[config.mk]
export PLATFORM = sky130hd
export DESIGN_NAME = positional_insert_delete_list
export DESIGN_NICKNAME = d
export VERILOG_FILES = /design/src/rtl/core/ple_pkg.sv /design/src/rtl/core/ple_datapath.sv /design/src/rtl/core/ple_ctrl.sv /design/src/rtl/core/positional_insert_delete_list.sv
export SDC_FILE = /design/constraint.sdc
export NUM_CORES = 2
export LEC_CHECK = 0
export ABC_CLOCK_PERIOD_IN_PS = 4200
export BUFFER_PORTS_ARGS = -buffer_cell sky130_fd_sc_hd__buf_2
export CAP_MARGIN = 20
export CORE_MARGIN = 1.5
export CORE_UTILIZATION = 57
export DETAILED_ROUTE_END_ITERATION = 8
export HOLD_SLACK_MARGIN = 0.1
export PLACE_DENSITY = 0.76
export SKIP_CTS_REPAIR_TIMING = 1
export SLEW_MARGIN = 20
export SYNTH_ARGS = -nofsm -noshare
export SYNTH_HDL_FRONTEND = slang
export SYNTH_SLANG_ARGS = --single-unit
[constraint.sdc]
create_clock -name clk -period 4.2 [get_ports clk]
set_clock_uncertainty 0.05 [all_clocks]
set_input_delay 0.63 -clock clk [delete_from_list [all_inputs] [get_ports clk]]
set_output_delay 0.63 -clock clk [all_outputs]
set_load 0.01 [all_outputs]
[src/rtl/core/ple_pkg.sv]
// Package with shared constants, payload types and command/status structs.
`timescale 1ns / 1ps

package ple_pkg;

  localparam int CAPACITY = 64;
  localparam int FUNC_W   = 2;
  localparam int LOC_W    = 7;
  localparam int DATA_W   = 32;
  localparam int STAT_W   = 2;
  localparam int COUNT_W  = 7;
  localparam int ADDR_W   = (CAPACITY > 1) ? $clog2(CAPACITY) : 1;
  localparam int CNT_W    = $clog2(CAPACITY + 1);
  localparam int CMP_W    = (CNT_W > LOC_W) ? CNT_W : LOC_W;

  localparam logic [FUNC_W-1:0] FUNC_INSERT = 2'd0;
  localparam logic [FUNC_W-1:0] FUNC_GET    = 2'd1;
  localparam logic [FUNC_W-1:0] FUNC_DELETE = 2'd2;

  localparam logic [STAT_W-1:0] STAT_OK    = 2'd0;
  localparam logic [STAT_W-1:0] STAT_RANGE = 2'd1;
  localparam logic [STAT_W-1:0] STAT_FULL  = 2'd2;

  typedef struct packed {
    logic [FUNC_W-1:0]        func;
    logic [LOC_W-1:0]         location;
    logic signed [DATA_W-1:0] value;
  } in_t;

  typedef struct packed {
    logic [STAT_W-1:0]        status;
    logic signed [DATA_W-1:0] read_value;
    logic [COUNT_W-1:0]       count;
  } out_t;

  typedef enum logic [1:0] {
    RD_IDX_DN,
    RD_IDX_UP,
    RD_POS
  } rd_sel_t;

  typedef enum logic {
    WR_SHIFT,
    WR_PLACE
  } wr_sel_t;

  typedef struct packed {
    logic              load;
    logic              idx_ld_cnt;
    logic              idx_ld_pos;
    logic              idx_inc;
    logic              idx_dec;
    logic              rd_en;
    rd_sel_t           rd_sel;
    logic              wr_en;
    wr_sel_t           wr_sel;
    logic              cnt_inc;
    logic              cnt_dec;
    logic              out_load;
    logic [STAT_W-1:0] out_status;
    logic              out_use_rd;
  } ple_cmd_t;

  typedef struct packed {
    logic [FUNC_W-1:0] func;
    logic              ins_range;
    logic              full;
    logic              pos_lt_cnt;
    logic              ins_more;
    logic              del_more;
  } ple_sts_t;

endpackage

[src/rtl/core/ple_datapath.sv]
// Datapath: entry memory, entry count, shift index and result register.
`timescale 1ns / 1ps

module ple_datapath (
  input  logic               clk,
  input  logic               rst_n,
  input  ple_pkg::in_t       in_data,
  input  ple_pkg::ple_cmd_t  cmd,
  output ple_pkg::ple_sts_t  sts,
  output ple_pkg::out_t      out_data
);

  logic signed [ple_pkg::DATA_W-1:0] mem [ple_pkg::CAPACITY];

  ple_pkg::in_t                      item_r;
  logic [ple_pkg::CNT_W-1:0]         cnt_r, cnt_nxt;
  logic [ple_pkg::CNT_W-1:0]         idx_r, idx_nxt;
  logic signed [ple_pkg::DATA_W-1:0] rd_data_r;
  ple_pkg::out_t                     out_r;

  logic [ple_pkg::CMP_W-1:0]         pos_x, cnt_x, idx_x;
  logic [ple_pkg::CNT_W:0]           idx_up;
  logic [ple_pkg::CNT_W-1:0]         idx_dn;
  logic [ple_pkg::ADDR_W-1:0]        rd_addr, wr_addr;
  logic signed [ple_pkg::DATA_W-1:0] wr_data;

  assign pos_x  = ple_pkg::CMP_W'(item_r.location);
  assign cnt_x  = ple_pkg::CMP_W'(cnt_r);
  assign idx_x  = ple_pkg::CMP_W'(idx_r);
  assign idx_up = {1'b0, idx_r} + 1'b1;
  assign idx_dn = idx_r - 1'b1;

  assign sts.func       = item_r.func;
  assign sts.ins_range  = pos_x > cnt_x;
  assign sts.full       = cnt_r == ple_pkg::CNT_W'(ple_pkg::CAPACITY);
  assign sts.pos_lt_cnt = pos_x < cnt_x;
  assign sts.ins_more   = idx_x > pos_x;
  assign sts.del_more   = idx_up < {1'b0, cnt_r};

  always_comb begin
    case (cmd.rd_sel)
      ple_pkg::RD_IDX_DN: rd_addr = idx_dn[ple_pkg::ADDR_W-1:0];
      ple_pkg::RD_IDX_UP: rd_addr = idx_up[ple_pkg::ADDR_W-1:0];
      ple_pkg::RD_POS:    rd_addr = pos_x[ple_pkg::ADDR_W-1:0];
      default:            rd_addr = pos_x[ple_pkg::ADDR_W-1:0];
    endcase
  end

  always_comb begin
    case (cmd.wr_sel)
      ple_pkg::WR_SHIFT: begin
        wr_addr = idx_r[ple_pkg::ADDR_W-1:0];
        wr_data = rd_data_r;
      end
      ple_pkg::WR_PLACE: begin
        wr_addr = pos_x[ple_pkg::ADDR_W-1:0];
        wr_data = item_r.value;
      end
      default: begin
        wr_addr = idx_r[ple_pkg::ADDR_W-1:0];
        wr_data = rd_data_r;
      end
    endcase
  end

  always_comb begin
    cnt_nxt = cnt_r;
    if (cmd.cnt_inc) begin
      cnt_nxt = cnt_r + 1'b1;
    end else if (cmd.cnt_dec) begin
      cnt_nxt = cnt_r - 1'b1;
    end
  end

  always_comb begin
    idx_nxt = idx_r;
    if (cmd.idx_ld_cnt) begin
      idx_nxt = cnt_r;
    end else if (cmd.idx_ld_pos) begin
      idx_nxt = pos_x[ple_pkg::CNT_W-1:0];
    end else if (cmd.idx_inc) begin
      idx_nxt = idx_up[ple_pkg::CNT_W-1:0];
    end else if (cmd.idx_dec) begin
      idx_nxt = idx_dn;
    end
  end

  always_ff @(posedge clk) begin
    if (!rst_n) begin
      cnt_r <= '0;
    end else begin
      cnt_r <= cnt_nxt;
    end
  end

  always_ff @(posedge clk) begin
    idx_r <= idx_nxt;
    if (cmd.load) begin
      item_r <= in_data;
    end
    if (cmd.out_load) begin
      out_r.status     <= cmd.out_status;
      out_r.read_value <= cmd.out_use_rd ? rd_data_r : '0;
      out_r.count      <= ple_pkg::COUNT_W'(cnt_r);
    end
  end

  always_ff @(posedge clk) begin
    if (cmd.rd_en) begin
      rd_data_r <= mem[rd_addr];
    end
    if (cmd.wr_en) begin
      mem[wr_addr] <= wr_data;
    end
  end

  assign out_data = out_r;

endmodule

[src/rtl/core/ple_ctrl.sv]
// Controller: sequences check, shift, read and result hand-off per transaction.
`timescale 1ns / 1ps

module ple_ctrl (
  input  logic               clk,
  input  logic               rst_n,
  input  logic               in_valid,
  output logic               in_stall,
  output logic               out_valid,
  input  logic               out_stall,
  input  ple_pkg::ple_sts_t  sts,
  output ple_pkg::ple_cmd_t  cmd
);

  typedef enum logic [2:0] {
    S_IDLE,
    S_CHECK,
    S_INS_TEST,
    S_INS_WR,
    S_DEL_TEST,
    S_DEL_WR,
    S_GET_WAIT,
    S_FINISH
  } state_t;

  state_t                    state_r, state_nxt;
  logic [ple_pkg::STAT_W-1:0] stat_r, stat_nxt;
  logic                      use_rd_r, use_rd_nxt;
  logic                      out_valid_r, out_valid_nxt;
  logic                      out_free;

  assign out_free  = !out_valid_r || !out_stall;
  assign in_stall  = state_r != S_IDLE;
  assign out_valid = out_valid_r;

  always_comb begin
    cmd           = '0;
    cmd.rd_sel    = ple_pkg::RD_POS;
    cmd.wr_sel    = ple_pkg::WR_SHIFT;
    state_nxt     = state_r;
    stat_nxt      = stat_r;
    use_rd_nxt    = use_rd_r;
    out_valid_nxt = out_valid_r && out_stall;

    case (state_r)
      S_IDLE: begin
        if (in_valid) begin
          cmd.load  = 1'b1;
          state_nxt = S_CHECK;
        end
      end
      S_CHECK: begin
        use_rd_nxt = 1'b0;
        stat_nxt   = ple_pkg::STAT_RANGE;
        state_nxt  = S_FINISH;
        case (sts.func)
          ple_pkg::FUNC_INSERT: begin
            if (sts.ins_range) begin
              stat_nxt = ple_pkg::STAT_RANGE;
            end else if (sts.full) begin
              stat_nxt = ple_pkg::STAT_FULL;
            end else begin
              cmd.idx_ld_cnt = 1'b1;
              state_nxt      = S_INS_TEST;
            end
          end
          ple_pkg::FUNC_GET: begin
            if (sts.pos_lt_cnt) begin
              cmd.rd_en  = 1'b1;
              cmd.rd_sel = ple_pkg::RD_POS;
              state_nxt  = S_GET_WAIT;
            end
          end
          ple_pkg::FUNC_DELETE: begin
            if (sts.pos_lt_cnt) begin
              cmd.idx_ld_pos = 1'b1;
              state_nxt      = S_DEL_TEST;
            end
          end
          default: begin
            stat_nxt = ple_pkg::STAT_RANGE;
          end
        endcase
      end
      S_INS_TEST: begin
        if (sts.ins_more) begin
          cmd.rd_en  = 1'b1;
          cmd.rd_sel = ple_pkg::RD_IDX_DN;
          state_nxt  = S_INS_WR;
        end else begin
          // drop the new value into the opened slot
          cmd.wr_en   = 1'b1;
          cmd.wr_sel  = ple_pkg::WR_PLACE;
          cmd.cnt_inc = 1'b1;
          stat_nxt    = ple_pkg::STAT_OK;
          state_nxt   = S_FINISH;
        end
      end
      S_INS_WR: begin
        cmd.wr_en   = 1'b1;
        cmd.wr_sel  = ple_pkg::WR_SHIFT;
        cmd.idx_dec = 1'b1;
        state_nxt   = S_INS_TEST;
      end
      S_DEL_TEST: begin
        if (sts.del_more) begin
          cmd.rd_en  = 1'b1;
          cmd.rd_sel = ple_pkg::RD_IDX_UP;
          state_nxt  = S_DEL_WR;
        end else begin
          cmd.cnt_dec = 1'b1;
          stat_nxt    = ple_pkg::STAT_OK;
          state_nxt   = S_FINISH;
        end
      end
      S_DEL_WR: begin
        cmd.wr_en   = 1'b1;
        cmd.wr_sel  = ple_pkg::WR_SHIFT;
        cmd.idx_inc = 1'b1;
        state_nxt   = S_DEL_TEST;
      end
      S_GET_WAIT: begin
        stat_nxt   = ple_pkg::STAT_OK;
        use_rd_nxt = 1'b1;
        state_nxt  = S_FINISH;
      end
      S_FINISH: begin
        // hold until the result register is free
        if (out_free) begin
          cmd.out_load   = 1'b1;
          cmd.out_status = stat_r;
          cmd.out_use_rd = use_rd_r;
          out_valid_nxt  = 1'b1;
          state_nxt      = S_IDLE;
        end
      end
      default: begin
        state_nxt = S_IDLE;
      end
    endcase
  end

  always_ff @(posedge clk) begin
    if (!rst_n) begin
      state_r     <= S_IDLE;
      stat_r      <= ple_pkg::STAT_OK;
      use_rd_r    <= 1'b0;
      out_valid_r <= 1'b0;
    end else begin
      state_r     <= state_nxt;
      stat_r      <= stat_nxt;
      use_rd_r    <= use_rd_nxt;
      out_valid_r <= out_valid_nxt;
    end
  end

endmodule

[src/rtl/core/positional_insert_delete_list.sv]
// Insert and delete shift the entries between location and count one at a time, each move
// a read (INS_TEST/DEL_TEST) then a write (INS_WR/DEL_WR); get is a single read at location.
// One transaction at a time: the next can be accepted in the cycle after the result is registered.
// A result waiting under out_stall does not block the next transaction until its finish.
// Reset (rst_n low, synchronous) empties the list and clears out_valid; memory is not cleared.
`timescale 1ns / 1ps

module positional_insert_delete_list (
  input  logic          clk,
  input  logic          rst_n,
  input  logic          in_valid,
  output logic          in_stall,
  input  ple_pkg::in_t  in_data,
  output logic          out_valid,
  input  logic          out_stall,
  output ple_pkg::out_t out_data
);

  ple_pkg::ple_cmd_t cmd;
  ple_pkg::ple_sts_t sts;

  ple_ctrl u_ctrl (
    .clk       (clk),
    .rst_n     (rst_n),
    .in_valid  (in_valid),
    .in_stall  (in_stall),
    .out_valid (out_valid),
    .out_stall (out_stall),
    .sts       (sts),
    .cmd       (cmd)
  );

  ple_datapath u_datapath (
    .clk      (clk),
    .rst_n    (rst_n),
    .in_data  (in_data),
    .cmd      (cmd),
    .sts      (sts),
    .out_data (out_data)
  );

endmodule

* Word level (Yosys, flattened, before mapping)
Memories as Yosys holds them, arrays and structs flattened. A register that Yosys moved wholly into a read port is not among the register bits. Cells that the tools add are included.
Word-level totals: register bits after elaboration 103, RAM bits 2048, memories 1, output and inout port bits 43
Operators by class: $add $sub $neg 4, magnitude comparators 4, equal/unequal tests 15, muxes and demuxes 52, reductions and logical operators 16, bitwise gates (word level) 1
Memories:
- u_datapath.mem | words 64, width 32, rd ports 1, clocked after Yosys merged registers in 1, write ports 1, RTL line ple_datapath.sv:13 | logic signed [ple_pkg::DATA_W-1:0] mem [ple_pkg::CAPACITY];
Operators by type and width (count):
- $pmux W32 S2 | 1
- $mux W7 | 6
- $mux W3 | 10
- $pmux W3 S8 | 1
- $pmux W6 S2 | 2
- $pmux W3 S3 | 2
- $mux W1 | 17
- $mux W2 | 8
- $gt A7 B7 Y1 | 2
- $sub A7 B1 Y7 const B | 2
- $eq A3 B3 Y1 const B | 4
- $add A7 B1 Y8 const B | 1
- $lt A8 B7 Y1 | 1
- $mux W4 | 2
- $pmux W2 S4 | 1
- $reduce_bool A4 Y1 | 2
- $add A7 B1 Y7 const B | 1
- $eq A7 B7 Y1 const B | 1
- $lt A7 B7 Y1 | 1
- $eq A3 B2 Y1 const B | 2
- $ne A2 B2 Y1 const B | 3
- $eq A2 B1 Y1 const B | 2
- $logic_not A2 Y1 | 2
- $pmux W2 S2 | 1
- 14 further kinds | 17

* Depth between registers and ports, before layout
word-level depth 7, gate-level depth with buffers 20, mapped depth without buffers 15

* Modules after synthesis
From an unflattened synthesis, not the netlist that was laid out.
Unflattened totals: cells, all modules 4408, area, all modules 85562.1 um2
By module, submodules not included:
- ple_datapath | cells an instance 4326, instances 1, area an instance 84972.7 um2, sequential area each 65272.6 um2
- ple_ctrl | cells an instance 82, instances 1, area an instance 589.3 um2, sequential area each 140.1 um2

* Worst setup path before layout
No wires, ideal clock.
path kind register to register, start register u_datapath.item_r (netlist bit u_datapath.pos_x[1]), end memory u_datapath.mem[38][0] (netlist bit), enable pin, path slack -0.339 ns, stages on the path, launching flop included 13, arrival time 4.068 ns, buffers on the path 4, data required time 3.729 ns, path through edfxtp_1 > clkbuf_1 > inv_1 > ha_1 > nand3b_1 > a21oi_1 > o21bai_1 > nand2_1 > clkbuf_1 > clkbuf_1 > buf_1 > a31oi_1 > nor2_1
On the way: longest elaborated chain between the ends 5
Ends and longest elaborated chain:
- start, declared | RTL line ple_datapath.sv:15 | ple_pkg::in_t item_r;
- start signal, assigned | RTL line ple_datapath.sv:99 | item_r <= in_data;
- $gt A7 B7 Y1 | RTL line ple_datapath.sv:37 | assign sts.ins_more = idx_x > pos_x;
- $mux W3 | RTL line ple_ctrl.sv:86 | if (sts.ins_more) begin
- $pmux W2 S2 | RTL line ple_ctrl.sv:45 | case (state_r)
- $not A1 Y1 / $mux W1 (equally long branches) | RTL line ple_datapath.sv:50, ple_datapath.sv:112
- $pmux W6 S2 / $mux W1 (equally long branches) | RTL line ple_datapath.sv:50, ple_datapath.sv:113
- end, declared | RTL line ple_datapath.sv:13
Several ways; a longest one is shown, not always the timed one.

* Worst setup path after layout
start register u_datapath.idx_r[1] (netlist bit), end register u_datapath.rd_data_r[13] (netlist bit), read port of u_datapath.mem, data pin
On the way: longest elaborated chain between the ends 6
Ends and longest elaborated chain:
- start, declared | RTL line ple_datapath.sv:17 | logic [ple_pkg::CNT_W-1:0] idx_r, idx_nxt;
- start signal, assigned | RTL line ple_datapath.sv:97 | idx_r <= idx_nxt;
- $add A7 B1 Y8 | RTL line ple_datapath.sv:30 | assign idx_up = {1'b0, idx_r} + 1'b1;
- $lt A8 B7 Y1 | RTL line ple_datapath.sv:38 | assign sts.del_more = idx_up < {1'b0, cnt_r};
- $mux W3 | RTL line ple_ctrl.sv:106 | if (sts.del_more) begin
- $pmux W3 S3 | RTL line ple_ctrl.sv:45
- $eq A2 B1 Y1 / $logic_not A2 Y1 (equally long branches) | RTL line ple_datapath.sv:41 | case (cmd.rd_sel)
- $pmux W6 S2 | RTL line ple_datapath.sv:41
- end, declared | RTL line ple_datapath.sv:18 | logic signed [ple_pkg::DATA_W-1:0] rd_data_r;
Several ways; a longest one is shown, not always the timed one. A chain may end at the register's enable or synchronous reset.

==> impl_results.rst <==
.. list-table::
   :header-rows: 1

   * - Metric
     - Value
   * - Leakage power summed over all cells
     - ~0.036 µW
   * - Fmax
     - around 0.22 GHz
   * - Dpl cell area
     - between 0.09 and 0.1 mm²
   * - Post-route cell area
     - about 0.11 mm²
   * - Die outline area
     - 0.155 mm²
   * - Synth Net Count
     - about 6.4k
   * - Cell area after synthesis
     - 0.0867 mm²
   * - Vias in the first global route
     - around 60k
   * - Buffers added on ports
     - 87
   * - Smallest hold slack
     - roughly 0.13 ns
   * - Core area
     - around 0.15 mm²
   * - Top Ports
     - 88
   * - Count of nets after finishing
     - approximately 7.1k
   * - Post-synthesis instance total
     - 6319
   * - First-pass GRT wire length
     - ~380000 µm
   * - Filler cell count
     - a little over 9k
   * - Worst hold path startpoint
     - rst_n
   * - Type of the worst setup path
     - flip-flop to flip-flop
   * - TritonCTS clock tree
     - done
   * - Min cycle time layout
     - 4.61 ns
   * - Clock root cell
     - sky130_fd_sc_hd__clkbuf_16
   * - Outcome
     - complete, but fails checks
   * - MaxCap Viol Count
     - 0
   * - Detailed placement HPWL
     - approximately 160000 µm
   * - Fraction of final layout cells with drive strength greater than 1
     - around a fifth
   * - Final cycle utilization of the critical path
     - 110%
   * - Cell Pwr Density
     - 866 mW/mm²
   * - Reg clk slew, reported paths
     - 0.06 ns
   * - Utilization after layout
     - 69.9%
   * - Start point of the critical path
     - u_datapath.idx_r[1]
   * - Horiz. Die Dim
     - 393 µm
   * - Initial antenna violation count
     - 22
   * - Count of endpoints failing setup in the final report
     - 32
   * - Deepest level of the CTS H-tree
     - 4
   * - GRT Total Usage
     - around a third
   * - Commonest register cell after synthesis
     - sky130_fd_sc_hd__edfxtp_1
   * - PnR worst setup slack
     - -0.412 ns
   * - Share of flip-flops with an asynchronous set or reset
     - 0%
   * - DRC violation count after routing
     - 0
   * - Congestion Overflow GR
     - 0
   * - Number of hold violations in the final report
     - 0
   * - Post-synth EDFFs
     - approximately 2.2k
   * - Avg WL per Cell
     - ~30 µm
   * - Relative slew slack
     - between 30% and 40%
   * - Number of sinks driven by the clock tree
     - between 2k and 2.5k
   * - Maximum number of pins on one net before global-route repair
     - 81
   * - Setup repair after global routing missed its margin
     - yes
   * - Yosys cell types
     - 75
   * - Post-synthesis sequential element count
     - about 2.2k
   * - Layout overhead on the synthesized area
     - 21.3%
   * - Cells taking the most area after synthesis
     - sky130_fd_sc_hd__edfxtp_1 (75%), sky130_fd_sc_hd__nand2_1 (5.9%), sky130_fd_sc_hd__nand3_1 (2.5%)
   * - Worst path required time
     - between 4 and 5 ns
   * - Highest fanout seen on the critical path
     - 8
   * - CP Data Arrival Time
     - around 5.2 ns
   * - Type of the most critical hold path
     - input port to flip-flop
   * - Initial core utilization
     - 57.6%
   * - Via-per-instance ratio
     - around 6.7
   * - Final wirelength
     - approximately 280000 µm
   * - Slew at the pin with the worst max-slew slack
     - just over 0.9 ns
   * - Deepest clock path buffer count
     - 3
   * - Worst skew pair latency
     - approximately 0.85 ns
   * - Number of rows created at floorplan
     - 142
   * - Maximum resistive drop on vdd
     - ~0.0006 V
   * - Number of search-and-repair iterations in the first detailed-routing pass
     - 6
   * - Fraction of the yosys area taken by sequential cells
     - 75.4%
   * - Inserted Clock Buffers
     - ~210
   * - Top cell type by total area after synthesis
     - sky130_fd_sc_hd__edfxtp_1
   * - Origin of the critical flop-to-flop path
     - u_datapath.idx_r[1]
   * - Die Span Y
     - 393 µm
   * - Total of warnings raised by yosys
     - 0
   * - CP startpoint kind
     - flip-flop
   * - Pins over their slew limit
     - 0
   * - Type of element capturing the critical path
     - flip-flop
   * - Routed Antenna Nets
     - 0
   * - Violated checks
     - negative setup slack
   * - Share of the synthesized area in the top cell type
     - between 70% and 80%
   * - Drt initial violations
     - 11.1k
   * - Post-Synthesis Mean Instance Area
     - 13.7 µm²
   * - Total number of vias
     - 61.4k
   * - Global placer's final weighted congestion
     - about 0.98
metal layers:
layer / global-route usage [%] / vias to the layer above / share of wire [%]
met5: 0 / - / 0.051
li1: - / 25200 / -
met3: 9.54 / 997 / 15
met2: 51.7 / 5422 / 45
met1: 44.2 / 29800 / 33
met4: 22.4 / 18 / 6.8
path summary, 6_finish.rpt:
path	to	slack (ns)	cells past startpoint
min	u_datapath.cnt_r[2]	0.13	2
max reg2reg	u_datapath.rd_data_r[13]	-0.41	17
min reg2reg	u_ctrl.stat_r[1]	0.48	2
max	u_datapath.rd_data_r[13]	-0.41	17
synth_stat cells, types with 71 or more instances:
library cell	instances
sky130_fd_sc_hd__a21oi_1	384
sky130_fd_sc_hd__a31oi_1	191
sky130_fd_sc_hd__and3_1	130
sky130_fd_sc_hd__buf_2	203
sky130_fd_sc_hd__clkbuf_1	162
sky130_fd_sc_hd__edfxtp_1	2169
sky130_fd_sc_hd__mux2i_1	98
sky130_fd_sc_hd__nand2_1	1357
sky130_fd_sc_hd__nand3_1	425
sky130_fd_sc_hd__nand4_1	71
sky130_fd_sc_hd__nor2_1	310
sky130_fd_sc_hd__o21ai_0	182
where the power goes:
| group | internal (µW) | switching (µW) | total, µW |
|---|---|---|---|
| combinational | 14700 | 28900 | 43700 |
| sequential | 28500 | 469 | 29000 |
| clock | 10300 | 8160 | 18500 |
through the flow:
stage	power, µW	worst slack [ns]	instances	setup TNS [ns]
after global placement	66000	-1.13	8690	-26.11
after floorplan	47500	-0.339	6319	-22.82
after detailed placement	67000	-1.18	8690	-27.98
after global routing	93100	-0.500	9186	-12.89
after CTS	85500	-1.34	9078	-29.75
final	91100	-0.412	9191	-10.34
cell type report:
cell class	count	area, µm²	share of cell area [%]
antenna	5	12.5	0.0119
tap	2016	2520	2.40
inverter	22	82.6	0.0785
timing repair buffer	894	9730	9.25
multi-input combinational	3683	20800	19.8
clock inverter	122	1090	1.04
clock buffer	266	5540	5.26
sequential	2183	65400	62.2
layout by cell type, fill, tap and decap left out, drive strengths merged, types with 100 or more instances in the layout:
master / Yosys / final
buf: 269 / 836
nand3: 426 / 426
o21ai: 188 / 188
nand2: 1359 / 1359
clkbuf: 162 / 282
nor2: 312 / 312
and3: 130 / 130
edfxtp: 2169 / 2169
mux2i: 100 / 100
a21oi: 384 / 384
a31oi: 191 / 191
critical path: stages (launching register included):
cell                       delay [ns]
sky130_fd_sc_hd__edfxtp_1        0.47
sky130_fd_sc_hd__ha_4            0.22
sky130_fd_sc_hd__xor2_2          0.20
sky130_fd_sc_hd__ha_4            0.25
sky130_fd_sc_hd__a211o_1         0.33
sky130_fd_sc_hd__a31oi_4         0.17
sky130_fd_sc_hd__o21ai_2         0.12
sky130_fd_sc_hd__o21ai_4         0.24
sky130_fd_sc_hd__mux2i_4         0.40
sky130_fd_sc_hd__buf_12          0.18
sky130_fd_sc_hd__buf_16          0.15
sky130_fd_sc_hd__buf_4           0.15
sky130_fd_sc_hd__nand2_1         0.05
sky130_fd_sc_hd__and3_1          0.19
sky130_fd_sc_hd__a31oi_2         0.16
sky130_fd_sc_hd__o21ai_1         0.11
sky130_fd_sc_hd__or4_4           0.68
sky130_fd_sc_hd__a32oi_2         0.28
cell families after synthesis:
| family | share of synthesized area, % |
|---|---|
| adders and majority gates | 0.470 |
| AOI/OAI and AO/OA | 7.77 |
| muxes | 1.59 |
| buffers and inverters | 2.48 |
| and+or+nand+nor | 12.1 |
| xor gates and xnor gates | 0.182 |
| DFF | 75.4 |
flip-flops by register name (all words and copies together), names as in the netlist:
| signal | count |
|---|---|
| u_datapath.mem | 2048 |
| u_datapath.out_data | 41 |
| u_datapath.item_r | 32 |
| u_datapath.rd_data_r | 32 |
| u_datapath.cnt_r | 7 |
| u_datapath.idx_r | 7 |
| u_datapath.pos_x | 7 |
| u_ctrl.state_r | 3 |
| u_ctrl.stat_r | 2 |
| u_datapath.sts | 2 |
| u_ctrl.out_valid | 1 |
| u_ctrl.use_rd_r | 1 |
Note: power is estimated with default switching activity, not from simulation.
